[config.mk]
export PLATFORM = sky130hd
export DESIGN_NAME = fbfl_ctrl
export DESIGN_NICKNAME = d
export VERILOG_FILES = /design/src/rtl/assert_macros.svh /design/src/rtl/fbfl_pkg.sv /design/src/rtl/fbfl_ctrl.sv
export SDC_FILE = /design/constraint.sdc
export NUM_CORES = 1
export LEC_CHECK = 0
export BUFFER_PORTS_ARGS = -buffer_cell sky130_fd_sc_hd__buf_2
export CORE_AREA = 2 2 39 41
export CTS_BUF_LIST = sky130_fd_sc_hd__clkbuf_2 sky130_fd_sc_hd__clkbuf_4 sky130_fd_sc_hd__clkbuf_8
export DETAILED_ROUTE_END_ITERATION = 6
export DIE_AREA = 0 0 41 43
export PLACE_DENSITY = 0.3
export SYNTH_ARGS = -nofsm -noshare
export SYNTH_HDL_FRONTEND = slang
export SYNTH_SLANG_ARGS = --single-unit
[constraint.sdc]
create_clock -name clk -period 1.8 [get_ports clk]
set_input_delay 0.36 -clock clk [delete_from_list [all_inputs] [get_ports clk]]
set_output_delay 0.36 -clock clk [all_outputs]
set_load 0.01 [all_outputs]
[src/rtl/assert_macros.svh]
// ----------------------------------------------------------------------------
// Assertion macros for the free list allocator RTL
// Clocked on clk, disabled while rst_n is low.
// ----------------------------------------------------------------------------
`ifndef ASSERT_MACROS_SVH
`define ASSERT_MACROS_SVH

// Implication checked at every rising edge of clk.
`define FBFL_ASSERT_IMPL(lbl, ante, cons, msg) \
  lbl: assert property (@(posedge clk) disable iff (!rst_n) (ante) |-> (cons)) \
    else $error(msg);

// Consequent checked in the cycle after the antecedent.
`define FBFL_ASSERT_NEXT(lbl, ante, cons, msg) \
  lbl: assert property (@(posedge clk) disable iff (!rst_n) (ante) |=> (cons)) \
    else $error(msg);

`endif

[src/rtl/fbfl_pkg.sv]
// ----------------------------------------------------------------------------
// fbfl_pkg
// Types and constants for the fixed block free list allocator.
// ----------------------------------------------------------------------------
`default_nettype none

package fbfl_pkg;

  localparam int MAX_BLOCKS = 1024;
  localparam int MIN_BLOCKS = 1;
  localparam int IDX_W      = $clog2(MAX_BLOCKS);
  localparam int CNT_W      = IDX_W + 1;

  localparam logic [CNT_W-1:0] CNT_MAX = CNT_W'(MAX_BLOCKS);
  localparam logic [CNT_W-1:0] CNT_MIN = CNT_W'(MIN_BLOCKS);

  localparam logic OP_ALLOC = 1'b0;
  localparam logic OP_FREE  = 1'b1;

  localparam logic [1:0] STATUS_OK        = 2'd0;
  localparam logic [1:0] STATUS_FULL      = 2'd1;
  localparam logic [1:0] STATUS_BAD_INDEX = 2'd2;

  typedef struct packed {
    logic             opcode;
    logic [IDX_W-1:0] block_index;
  } in_item_t;

  typedef struct packed {
    logic [1:0]       status;
    logic [IDX_W-1:0] given_index;
    logic [CNT_W-1:0] used_blocks;
  } out_item_t;

  typedef enum logic [1:0] {
    ST_SWEEP,
    ST_IDLE,
    ST_EXEC
  } fbfl_state_t;

  // controller -> datapath
  typedef struct packed {
    logic accept;      // latch the incoming transaction
    logic commit;      // apply the request and load the output register
    logic cfg_write;   // take the block count write
    logic sweep_step;  // relink one entry of the link store
  } fbfl_cmd_t;

  // datapath -> controller
  typedef struct packed {
    logic sweep_done;
    logic cfg_change;
    logic out_free;
  } fbfl_sts_t;

endpackage

`default_nettype wire

[src/rtl/fbfl_ctrl.sv]
// ----------------------------------------------------------------------------
// fbfl_ctrl
// Sequencer: relink sweep, request intake and commit, config handshake.
// ----------------------------------------------------------------------------
`default_nettype none

module fbfl_ctrl (
  input  wire logic              clk,
  input  wire logic              rst_n,
  input  wire logic              in_valid,
  input  wire logic              cfg_valid,
  input  wire fbfl_pkg::fbfl_sts_t sts,
  output fbfl_pkg::fbfl_cmd_t    cmd,
  output logic                   in_stall,
  output logic                   cfg_ready
);

  fbfl_pkg::fbfl_state_t state_r, state_nxt;

  always_ff @(posedge clk) begin
    if (!rst_n) begin
      state_r <= fbfl_pkg::ST_SWEEP;
    end else begin
      state_r <= state_nxt;
    end
  end

  always_comb begin
    state_nxt      = state_r;
    cmd            = '0;
    in_stall       = 1'b1;
    cfg_ready      = 1'b0;
    case (state_r)
      fbfl_pkg::ST_SWEEP: begin
        if (sts.sweep_done) begin
          state_nxt = fbfl_pkg::ST_IDLE;
        end else begin
          cmd.sweep_step = 1'b1;
        end
      end
      fbfl_pkg::ST_IDLE: begin
        in_stall  = 1'b0;
        // requests win over a config write in the same cycle
        cfg_ready = !in_valid;
        if (in_valid) begin
          cmd.accept = 1'b1;
          state_nxt  = fbfl_pkg::ST_EXEC;
        end else if (cfg_valid) begin
          cmd.cfg_write = 1'b1;
          if (sts.cfg_change) begin
            state_nxt = fbfl_pkg::ST_SWEEP;
          end
        end
      end
      fbfl_pkg::ST_EXEC: begin
        if (sts.out_free) begin
          cmd.commit = 1'b1;
          state_nxt  = fbfl_pkg::ST_IDLE;
        end
      end
      default: begin
        state_nxt = fbfl_pkg::ST_IDLE;
      end
    endcase
  end

endmodule

`default_nettype wire

# Word level (Yosys, flattened, before mapping)
# Cells that the tools add are included.
# classes
eq_ne	6
n_mux	17
reduce_logical	3
# op_table
op	count
2-to-1 mux 1 bit	11
2-to-1 mux 2 bit	5
!= test 3 bit, second input constant	2
one-hot mux 2 bit (3 select lines)	1
!= test 2 bit, second input constant	2
AND reduction 4 bit	1
== test 2 x 1 -> 1 bit, second input constant	1
== test 2 bit, second input constant	1
zero test 2 bit	1
zero test 1 bit	1
# word_totals
register_bits	2
inputBits	7
out_inout_bits	6
elab_cells	27

# Logic depth before layout (Yosys ltp)
# Gate-level depths: netlist of the first run.
# logic_depth
depth_word	4
ltp_mapped	2
mapped_depth_nobuf	2

# Worst setup path after synthesis of the first run
# OpenSTA, ideal clock, no wires.
# synth_timing
kind	reg2out
from	register state_r[1]
to	output cmd[1] (netlist name)
t_arrival_ns	0.903
required_ns	1.440
path_slack_ns	0.537
stages_incl_launch_ff	3
path_buffers	0
cell_sequence	dfxtp_1 -> nand2b_1 -> nor3b_1
# synth_rtl
item	line_no	rtl
from (decl)	fbfl_ctrl.sv:18	fbfl_pkg::fbfl_state_t state_r, state_nxt;
from (signal assigned)	fbfl_ctrl.sv:22	state_r <= fbfl_pkg::ST_SWEEP;
from (signal assigned)	fbfl_ctrl.sv:24	state_r <= state_nxt;
to (decl)	fbfl_ctrl.sv:13	output fbfl_pkg::fbfl_cmd_t cmd,

==> results of run 1 <==
## cells in the final DEF, fill, tap and decap left out
cell type	netlist	routed
sky130_fd_sc_hd__o21a_1	1	1
sky130_fd_sc_hd__o221a_1	1	1
sky130_fd_sc_hd__mux2_1	1	1
sky130_fd_sc_hd__nor3_1	1	1
sky130_fd_sc_hd__nor2_1	1	1
sky130_fd_sc_hd__clkbuf_4	0	3
sky130_fd_sc_hd__nor3b_1	2	2
sky130_fd_sc_hd__a21oi_1	1	1
sky130_fd_sc_hd__and3b_2	2	2
sky130_fd_sc_hd__buf_2	0	12
sky130_fd_sc_hd__nand2b_1	1	1
sky130_fd_sc_hd__dfxtp_1	2	2
## where the power goes
group	total, mW	leakage, nW	internal [mW]	switching (mW)
clock	0.0951	0.0138	0.0732	0.0219
combinational	0.0363	0.0833	0.0191	0.0172
sequential	0.0524	0.0165	0.0481	0.00426
## worst paths after layout
kind | start | end | slack (ps)
worst min register to register | state_r[0] | state_r[0] | 610
worst max register to register | state_r[1] | state_r[0] | 730
worst min-delay path | rst_n | state_r[1] | 380
worst max-delay path | state_r[1] | cmd[1] | 310
## worst max-delay path: cells and delay by family (launching register included)
kind	cells	cell delay, ps
AND/OR/NAND/NOR	2	420
flip-flops	1	330
buffers and inverters	1	160
## through the flow
step | hold slack (ps) | worst slack, ps | power, mW | util [%] | std cells
finish | 375 | 306 | 0.184 | 16.5 | 44
global route | 377 | 199 | 0.197 | 16.5 | 44
CTS | 374 | 305 | 0.192 | 16.5 | 44
detailed placement | 598 | 548 | 0.0897 | 14.8 | 41
global placement | 599 | 580 | 0.0897 | 14.8 | 41
floorplan | 478 | 537 | 0.0704 | - | 13
## cell families (layout without fill, tap and decap cells)
kind of cell	count (synthesis)	after routing	synth area share (%)
AND/OR/NAND/NOR	7	7	40.0
AO/OA/AOI/OAI	3	3	19.0
flip-flops	2	2	32.0
multiplexers	1	1	9.00
buffers and inverters	0	15	0
## cell type report
cell class | count | area share, %
clock buffers | 3 | 9.89
multi-input cells | 11 | 37.4
flip-flops and latches | 2 | 17.6
well taps | 16 | 8.79
repair buffers | 12 | 26.4
## metal layers
metal | routed length, um | share of wire, %
met5 | 0 | 0
met3 | 84 | 21
met1 | 159 | 40
met4 | 6 | 1.5
met2 | 143 | 36
==> impl_summary.txt, run 1 <==
----------------------------------------------------
[GRT]
  Largest net degree at the start of global routing ... 7
  Top Usage Layer GRT ... met4
  Number of global-route vias before repair ... roughly 140
  Antenna violations before repair ... 0
  Total global-route track usage ... 4.80%
  GRT overflow ... 0
  Met1 demand-to-capacity share in global routing ... 3.82%
  Met3 track utilization from global routing ... 3.14%
  Met2 capacity usage during global routing ... between 5 and 6%
  Global-route wire length before repair ... 483 um

[Finish]
  Finished layout cell area ... about 230 um2
  Layout cells sized above 1 ... around 61%
  Final antenna diode count ... 0
  Top reg by flops ... state_r
  Multi-input combinational cell area ... ~85 um2
  Fillers ... 163
  Flip-flop count of the largest register after layout ... 2
  Area used by sequential logic in the layout ... 40.0 um2
  Final layout net count ... 37
  Leading registers by flop count ... state_r x2
  P&R area growth vs syn ... 82.0%

[Worst setup path]
  Startpoint type of the worst setup path ... register
  Worst setup path class ... register to output port
  Capturing element type of the critical path ... output port
  CP Data Required Time ... 1440 ps
  Worst reg-to-reg path cell count ... 2
  Crit-path max FO ... 6
  Cell with the largest stage delay on the worst path ... sky130_fd_sc_hd__dfxtp_1
  Arrival time reported for the critical path endpoint ... 1130 ps
  CP peak stage delay ... 330 ps
  Ordered cell list for the critical path ... nand2b_1 -> nor3b_1 -> buf_2

[Timing]
  Final clock period utilization by the worst path ... 83.0%
  Highest achievable clock rate ... 669 MHz
  Hold Vio Cnt, Final ... 0
  Total negative slack ... 0 ps
  Final Skew ... 1.56 ps
  Relative slew slack ... between 80 and 90%
  Min Clock Period, post-route ... 1490 ps
  Max-slew violation count ... 0
  Final setup violation count ... 0
  Transition at the pin with the smallest max-transition slack ... 174 ps
  RSZ-0062 raised after global routing ... no

[Floorplanning]
  Std-Cell Core Area ... 0.00138 mm2
  Width of the die ... 41 um
  Standard-cell rows ... 14
  Number of I/O pins ... 13
  Total Die Area ... around 0.0018 mm2
  Overall die height ... 43 um
  Starting Density ... 9.04%

[Synth]
  Top-area cell type share of the netlist area ... 32.0%
  Leading register cell type out of synthesis ... sky130_fd_sc_hd__dfxtp_1
  Post-synthesis cell type count ... 10
  Number of flops mapped to enable cells by yosys ... 0
  Number of synthesized register bits ... 2
  Syn_area_per_cell ... 9.62 um2
  Top cells by count, synth ... sky130_fd_sc_hd__and3b_2, sky130_fd_sc_hd__dfxtp_1, sky130_fd_sc_hd__nor3b_1
  Library cell with the largest summed area after synthesis ... sky130_fd_sc_hd__dfxtp_1
  Share of the yosys chip area belonging to registers ... 32.0%
  Net Count, Synth ... 20
  Synthesis warning total ... 0
  Post-synthesis cell count ... 13
  Cell types with the largest area share after synthesis ... sky130_fd_sc_hd__dfxtp_1, sky130_fd_sc_hd__and3b_2, sky130_fd_sc_hd__nor3b_1
  Async set-or-reset flop fraction in the synthesized netlist ... 0%
  Post-Synthesis Cell Area ... 125 um2

[Drt]
  Via count ... 165
  Average via count per standard cell ... 3.75
  Routed length per placed instance ... about 9.0 um
  Post-route ant nets ... 0
  1st-pass router iterations ... 2
  Sum of routed wire length over all layers ... 394 um
  Final routed DRC violation total ... 0
  Starting DRT DRC Count ... 5

[Hold path]
  Number of stages on the worst hold path ... 2
  Path class of the lowest-slack min-delay path ... primary input to register

[Clocking]
  Post-cts resize count ... 0
  H-tree level count ... 1
  Number of buffers on the longest clock path ... 2
  Clock latency on the worst-skew pair ... ~220 ps
  Clk Tree Root Cell ... sky130_fd_sc_hd__clkbuf_4
  CTS hold repair buffers ... 0
  Clock sink total ... 2
  Number of setup buffers added after CTS ... 0
  Clock transition at the registers of the reported paths ... 30 ps
  Clock buffers created by TritonCTS ... 3
  CTS tree ... done

[Place]
  Standard cell area after detailed placement ... approximately 200 um2
  Count of input and output buffers ... 12
  Global placement routability congestion ... 0.553
  Half-perimeter wire length after detailed placement ... 342 um

[Pwr]
  Peak supply drop ... 0.112 mV
  Cell leakage power ... 0.114 nW
  Power Dens Cells ... 807 mW/mm2

[Job]
  Max-capacitance violation count ... 0

[Status]
  Outcome ... finished clean

----------------------------------------------------
Power figures use the tool's default switching activity.
==> inputs of run 2 (changes only) <==
--- a/config.mk
+++ b/config.mk
@@ -10,7 +10,7 @@
 export CTS_BUF_LIST = sky130_fd_sc_hd__clkbuf_2 sky130_fd_sc_hd__clkbuf_4 sky130_fd_sc_hd__clkbuf_8
 export DETAILED_ROUTE_END_ITERATION = 6
 export DIE_AREA = 0 0 41 43
-export PLACE_DENSITY = 0.3
+export PLACE_DENSITY = 0.31
 export SYNTH_ARGS = -nofsm -noshare
 export SYNTH_HDL_FRONTEND = slang
 export SYNTH_SLANG_ARGS = --single-unit
==> constraint.sdc (replaced) <==
create_clock -name clk -period 1.2 [get_ports clk]
set_input_delay 0.24 -clock clk [delete_from_list [all_inputs] [get_ports clk]]
set_output_delay 0.24 -clock clk [all_outputs]
set_load 0.01 [all_outputs]
==> run 2 against run 1 <==
Compared with the run above: the run now ends with negative setup slack left; design area is 20% higher; combinational power is 100% higher; register-to-register slack worse by 550 ps; sequential cell count stayed put; count of clock-buffer cells in the layout stayed put; worst hold slack worse by 140 ps; total power is 63% higher; sequential share of layout area is 0.23 points lower; first-iteration DRC count is 20% lower; wire length is 5.6% higher.
==> impl_summary.txt, run 2 (synthesized netlist as in run 1, its figures left out) <==
----------------------------------------------------
[Status]
  Outcome ... finished with violations (was finished clean)
  Violations in the final reports ... negative setup slack

[Worst setup path]
  Cell family contributing the most delay on the critical path ... flip-flops (was simple AND/OR/NAND/NOR gates)
  Arrival time reported for the critical path endpoint ... 990 ps (was 1130 ps)
  CP peak stage delay ... 350 ps (was 330 ps)
  Startpoint type of the worst setup path ... register (unchanged)
  Cell with the largest stage delay on the worst path ... sky130_fd_sc_hd__dfxtp_4 (was sky130_fd_sc_hd__dfxtp_1)
  Ordered cell list for the critical path ... nand2b_4 -> nor3b_2 -> buf_2 (was nand2b_1 -> nor3b_1 -> buf_2)
  Crit-path max FO ... 6 (unchanged)
  Buffers plus inverters on the worst setup path ... 1 (unchanged)
  Capturing element type of the critical path ... output port (unchanged)
  CP Data Required Time ... 960 ps (was 1440 ps)
  Worst setup path class ... register to output port (unchanged)
  Reg-to-reg setup timing slack ... 180 ps (was 730 ps)

[Finish]
  Top reg by flops ... state_r (unchanged)
  Flip-flop count of the largest register after layout ... 2 (unchanged)
  Final antenna diode count ... 0 (unchanged)
  Leading registers by flop count ... state_r x2 (unchanged)
  Most frequent standard cell in the layout excluding fill and tap cells ... sky130_fd_sc_hd__buf_2 (unchanged)
  P&R area growth vs syn ... 119% (was 82.0%)
  Commonest non-fill, non-tap cells in the layout ... sky130_fd_sc_hd__buf_2, sky130_fd_sc_hd__clkbuf_4, sky130_fd_sc_hd__buf_6 (was sky130_fd_sc_hd__buf_2, sky130_fd_sc_hd__clkbuf_4, sky130_fd_sc_hd__and3b_2, sky130_fd_sc_hd__nor3b_1, sky130_fd_sc_hd__dfxtp_1)
  Layout Cells excl Fill ... 45 (was 44)
  Layout cells sized above 1 ... 75.9% (was 60.7%)
  Final layout net count ... 38 (was 37)

[Drt]
  Routed length per placed instance ... 9.24 um (was 8.95 um)
  Starting DRT DRC Count ... 4 (was 5)
  Post-route ant nets ... 0 (unchanged)
  Sum of routed wire length over all layers ... 416 um (was 394 um)
  Average via count per standard cell ... 3.76 (was 3.75)
  Final routed DRC violation total ... 0 (unchanged)
  Via count ... 169 (was 165)
  1st-pass router iterations ... 4 (was 2)

[Clocking]
  Clock sink total ... 2 (unchanged)
  Clk Tree Root Cell ... sky130_fd_sc_hd__clkbuf_4 (unchanged)
  H-tree level count ... 1 (unchanged)
  Clock latency on the worst-skew pair ... 220 ps (about the same)
  Clock buffers created by TritonCTS ... 3 (unchanged)
  Number of buffers on the longest clock path ... 2 (unchanged)
  CTS tree ... done (unchanged)
  Clock transition at the registers of the reported paths ... 30 ps (about the same)

[Timing]
  Highest achievable clock rate ... 811 MHz
  Minimum hold slack ... 240 ps (was 375 ps)
  Hold Vio Cnt, Final ... 0 (unchanged)
  Final setup violation count ... 2 (was 0)
  Max-slew violation count ... 0 (unchanged)
  Relative slew slack ... 89.6% (was 88.4%)
  RSZ-0062 raised after global routing ... yes (was no)
  Final clock period utilization by the worst path ... 103%
  Smallest setup slack after layout ... -33.5 ps (was 306 ps)
  Transition at the pin with the smallest max-transition slack ... 156 ps (was 174 ps)
  Min Clock Period, post-route ... 1230 ps
  Final Skew ... 2.43 ps (was 1.56 ps)

[Hold path]
  Path class of the lowest-slack min-delay path ... primary input to register (unchanged)

[Place]
  Cell total after placement ... 41 (unchanged)
  Count of input and output buffers ... 12 (unchanged)
  Global placement routability congestion ... 0.603 (was 0.553)
  Half-perimeter wire length after detailed placement ... 316 um (was 342 um)

[Pwr]
  Peak supply drop ... 0.293 mV (was 0.112 mV)
  Logic gate share of total power ... 24.3% (was 19.8%)
  Internal portion of total power ... 0.225 mW (was 0.140 mW)
  Share of total power in the clock network ... 49.0% (was 51.7%)
  Power Dens Cells ... 1090 mW/mm2 (was 807 mW/mm2)
  Sw power ... 0.0747 mW (was 0.0434 mW)
  Reg power frac ... 26.7% (was 28.5%)
  Cell leakage power ... 0.127 nW (was 0.114 nW)
  Net Sw Frac ... 24.9% (was 23.6%)

[Floorplanning]
  Width of the die ... 41 um (unchanged)
  Total Die Area ... 0.00176 mm2 (unchanged)
  Overall die height ... 43 um (unchanged)
  Starting Density ... 9.04% (unchanged)
  Std-Cell Core Area ... 0.00138 mm2 (unchanged)
  Number of I/O pins ... 13 (unchanged)
  Standard-cell rows ... 14 (unchanged)

[GRT]
  Number of global-route vias before repair ... 159 (was 143)
  Global-route wire length before repair ... 579 um (was 483 um)
  Largest net degree at the start of global routing ... 7 (unchanged)
  Antenna violations before repair ... 0 (unchanged)
  GRT overflow ... 0 (unchanged)
  Total global-route track usage ... 5.61% (was 4.80%)

[Job]
  Max-capacitance violation count ... 0 (unchanged)

----------------------------------------------------
[run 2: layer usage]
metal	vias to the layer above	global-route usage (%)	wire length [um]
li1	83	-	-
met1	73	6.39	205
met2	13	5.63	158
met3	0	3.14	52
met4	0	8.00	0
met5	-	0	0
[run 2: what timing repair did]
item / CTS / global route
endpoints found under the setup margin: 5 / 6
gates resized for setup: 7 / 2
hold buffers: 0 / 0
pin swaps: 1 / 0
buffers inserted: 1 / 0
[run 2: final cells by class]
class | instances | area (um2)
fillers | 156 | 1110
multi-input cells | 11 | 97.6
repair buffers | 13 | 86.3
flip-flops and latches | 2 | 47.5
clock buffers | 3 | 22.5
well taps | 16 | 20.0
[run 2: path summary, 6_finish.rpt]
check | endpoint | start | cells after the start
worst min-delay path | state_r[1] | rst_n | 2
worst max-delay path | cmd[1] | state_r[1] | 3
worst max register to register | state_r[0] | state_r[1] | 2
worst min register to register | state_r[0] | state_r[0] | 1
[run 2: through the flow]
step / cell area (um2) / worst slack [ps] / util [%] / power [mW] / TNS, ps
after floorplan: 125 / 57.3 / - / 0.106 / 0
after global placement: 205 / 95.6 / 14.8 / 0.134 / 0
after detailed placement: 205 / 75.4 / 14.8 / 0.135 / 0
after CTS: 262 / -54.9 / 18.9 / 0.310 / -73.1
after global routing: 274 / -87.8 / 19.8 / 0.323 / -162
final: 274 / -33.5 / 19.8 / 0.300 / -36.1
[run 2: worst reg2reg max path, cell delays in order, from the launching register on]
cell and delay, ps:
sky130_fd_sc_hd__dfxtp_4 360, sky130_fd_sc_hd__mux2_1 320, sky130_fd_sc_hd__o221a_1 230
[run 2: power groups by stage]
| stage | sequential [mW] | combinational [mW] | clock, mW |
|---|---|---|---|
| final | 0.0801 | 0.0728 | 0.147 |
| after global routing | 0.0810 | 0.0800 | 0.162 |
| after CTS | 0.0799 | 0.0693 | 0.161 |
| after detailed placement | 0.0795 | 0.0552 | 0 |
| after global placement | 0.0790 | 0.0546 | 0 |
| after floorplan | 0.0779 | 0.0277 | 0 |
==> inputs of run 3 (changes only) <==
--- a/config.mk
+++ b/config.mk
@@ -10,7 +10,9 @@
 export CTS_BUF_LIST = sky130_fd_sc_hd__clkbuf_2 sky130_fd_sc_hd__clkbuf_4 sky130_fd_sc_hd__clkbuf_8
 export DETAILED_ROUTE_END_ITERATION = 6
 export DIE_AREA = 0 0 41 43
-export PLACE_DENSITY = 0.31
+export GPL_TIMING_DRIVEN = 0
+export PLACE_DENSITY_LB_ADDON = 0.2
+export RECOVER_POWER = 25
 export SYNTH_ARGS = -nofsm -noshare
 export SYNTH_HDL_FRONTEND = slang
 export SYNTH_SLANG_ARGS = --single-unit
==> run 3 against run 2 <==
Compared with the run above: combinational power fell by 4.5%; final cell count unchanged; worst hold slack improved by 10 ps; wire length shrank 1.2%; clock power about the same; register-to-register slack about the same; design area is 3.2% lower; global-route usage increased by 0.10 points; total power decreased by 0.99%; highest routed layer is now met4; the run still ends with negative setup slack left; worst setup slack better by 9.0 ps; maximum frequency grew 0.73%; count of clock-buffer cells in the layout unchanged.
==> impl_summary.txt, run 3 (synthesized netlist as in run 1, its figures left out) <==
----------------------------------------------------
[Clocking]
  Number of buffers on the longest clock path ... 2 (unchanged)
  CTS tree ... done (unchanged)
  Clock latency on the worst-skew pair ... 220 ps (about the same)
  H-tree level count ... 1 (unchanged)
  CTS hold repair buffers ... 0 (unchanged)
  Clock transition at the registers of the reported paths ... 30 ps (about the same)
  Clock sink total ... 2 (unchanged)
  Clock buffers created by TritonCTS ... 3 (unchanged)
  Clk Tree Root Cell ... sky130_fd_sc_hd__clkbuf_4 (unchanged)

[Timing]
  Transition at the pin with the smallest max-transition slack ... 155 ps (was 156 ps)
  Max-slew violation count ... 0 (unchanged)
  Hold Vio Cnt, Final ... 0 (unchanged)
  Highest achievable clock rate ... 817 MHz (was 811 MHz)
  Final setup violation count ... 1 (was 2)
  Total negative slack ... -24.5 ps (was -36.1 ps)
  Minimum hold slack ... 250 ps (was 240 ps)
  Final clock period utilization by the worst path ... 102% (was 103%)
  Relative slew slack ... 89.6% (about the same)
  Min Clock Period, post-route ... 1220 ps (was 1230 ps)
  Smallest setup slack after layout ... -24.5 ps (was -33.5 ps)
  RSZ-0062 raised after global routing ... yes (unchanged)
  Final Skew ... 2.57 ps (was 2.43 ps)

[Worst setup path]
  Worst setup path class ... register to output port (unchanged)
  Startpoint type of the worst setup path ... register (unchanged)
  Capturing element type of the critical path ... output port (unchanged)
  Reg-to-reg endpoint ... state_r[0] (unchanged)
  Reg-to-reg setup timing slack ... 180 ps (about the same)
  Launching instance or port of the critical path ... state_r[1] (unchanged)
  Arrival time reported for the critical path endpoint ... 980 ps (was 990 ps)
  Worst reg-to-reg path cell count ... 2 (unchanged)
  Crit-path max FO ... 6 (unchanged)
  Critical R2R Launch ... state_r[1] (unchanged)
  Setup crit end ... cmd[1] (unchanged)
  CP Data Required Time ... 960 ps (about the same)

[Pwr]
  Share of total power in the clock network ... 49.2% (was 49.0%)
  Reg power frac ... 27.4% (was 26.7%)
  Peak supply drop ... 0.206 mV (was 0.293 mV)
  Power Dens Cells ... 1120 mW/mm2 (was 1090 mW/mm2)
  Cell leakage power ... 0.126 nW (was 0.127 nW)
  Sw power ... 0.0729 mW (was 0.0747 mW)
  Logic gate share of total power ... 23.4% (was 24.3%)
  Net Sw Frac ... 24.5% (was 24.9%)
  Internal portion of total power ... 0.224 mW (was 0.225 mW)

[Job]
  Max-capacitance violation count ... 0 (unchanged)

[Place]
  Count of input and output buffers ... 12 (unchanged)
  Pre-CTS setup slack ... 73.9 ps (was 75.4 ps)
  Global placement routability congestion ... 0.479 (was 0.603)
  Standard cell area after detailed placement ... 205 um2 (unchanged)

[Drt]
  Via count ... 169 (unchanged)
  Routed length per placed instance ... 9.13 um (was 9.24 um)
  Average via count per standard cell ... 3.76 (unchanged)
  1st-pass router iterations ... 4 (unchanged)
  Final routed DRC violation total ... 0 (unchanged)
  Sum of routed wire length over all layers ... 411 um (was 416 um)
  Starting DRT DRC Count ... 2 (was 4)
  Post-route ant nets ... 0 (unchanged)

[Finish]
  Finished layout cell area ... 265 um2 (was 274 um2)
  Most frequent standard cell in the layout excluding fill and tap cells ... sky130_fd_sc_hd__buf_2 (unchanged)
  Flip-flop count of the largest register after layout ... 2 (unchanged)
  Fillers ... 157 (was 156)
  Multi-input combinational cell area ... 97.6 um2 (unchanged)
  Final antenna diode count ... 0 (unchanged)
  Layout cells sized above 1 ... 75.9% (unchanged)
  Commonest non-fill, non-tap cells in the layout ... sky130_fd_sc_hd__buf_2, sky130_fd_sc_hd__clkbuf_4, sky130_fd_sc_hd__and3b_2, sky130_fd_sc_hd__buf_6 (was sky130_fd_sc_hd__buf_2, sky130_fd_sc_hd__clkbuf_4, sky130_fd_sc_hd__buf_6)
  Top reg by flops ... state_r (unchanged)
  Final core occ ... 19.2% (was 19.8%)
  Final layout net count ... 38 (unchanged)
  Leading registers by flop count ... state_r x2 (unchanged)
  Area used by sequential logic in the layout ... 45.0 um2 (was 47.5 um2)
  P&R area growth vs syn ... 112% (was 119%)

[Status]
  Violations in the final reports ... negative setup slack (unchanged)
  Outcome ... finished with violations (unchanged)

[GRT]
  Antenna violations before repair ... 0 (unchanged)
  Total global-route track usage ... 5.71% (was 5.61%)
  Number of global-route vias before repair ... 150 (was 159)
  GRT overflow ... 0 (unchanged)
  Largest net degree at the start of global routing ... 7 (unchanged)
  Global-route wire length before repair ... 538 um (was 579 um)

[Floorplanning]
  Total Die Area ... 0.00176 mm2 (unchanged)
  Overall die height ... 43 um (unchanged)
  Starting Density ... 9.04% (unchanged)
  Std-Cell Core Area ... 0.00138 mm2 (unchanged)
  Width of the die ... 41 um (unchanged)
  Standard-cell rows ... 14 (unchanged)
  Number of I/O pins ... 13 (unchanged)

[Hold path]
  Path class of the lowest-slack min-delay path ... primary input to register (unchanged)
  Number of stages on the worst hold path ... 2 (unchanged)

----------------------------------------------------
run 3: through the flow:
step | cells | total power [mW]
after floorplan | 13 | 0.106
after global placement | 41 | 0.133
after detailed placement | 41 | 0.134
after CTS | 45 | 0.309
after global routing | 45 | 0.327
final | 45 | 0.297
run 3: layout make-up:
class                   instances  area share, %
multi-input cells              11           36.8
repair buffers                 13           30.2
well taps                      16           7.55
flip-flops and latches          2           17.0
clock buffers                   3           8.49
run 3: worst max-delay path, stage by stage (launching register included):
cell	delay, ps
sky130_fd_sc_hd__dfxtp_2	330
sky130_fd_sc_hd__nand2b_4	150
sky130_fd_sc_hd__nor3b_2	140
sky130_fd_sc_hd__buf_2	140
run 3: worst min path at each step:
stage	from	endpoint
2_1_floorplan	rst_n	state_r[1]
3_3_place_gp	rst_n	state_r[1]
3_5_place_dp	rst_n	state_r[1]
4_1_cts	rst_n	state_r[1]
5_1_grt	rst_n	state_r[1]
6_report	rst_n	state_r[1]
run 3: power by group through the flow:
stage	registers [mW]	clock network, mW	logic [mW]
2_1_floorplan	0.0779	0	0.0277
6_report	0.0814	0.146	0.0695
3_3_place_gp	0.0787	0	0.0546
5_1_grt	0.0823	0.167	0.0768
3_5_place_dp	0.0792	0	0.0549
4_1_cts	0.0810	0.158	0.0691
run 3: repair_timing:
item / in CTS / in global routing
setup buffers: 1 / 0
resized for setup: 6 / 1
setup endpoints to repair: 5 / 5
pin swaps: 1 / 0
run 3: layer usage:
| metal | track usage (%) | routed length, um | vias up |
|---|---|---|---|
| met3 | 6.28 | 70 | 2 |
| met2 | 7.81 | 191 | 13 |
| li1 | - | - | 83 |
| met5 | 0 | 0 | - |
| met1 | 2.56 | 142 | 71 |
| met4 | 8.00 | 6 | 0 |
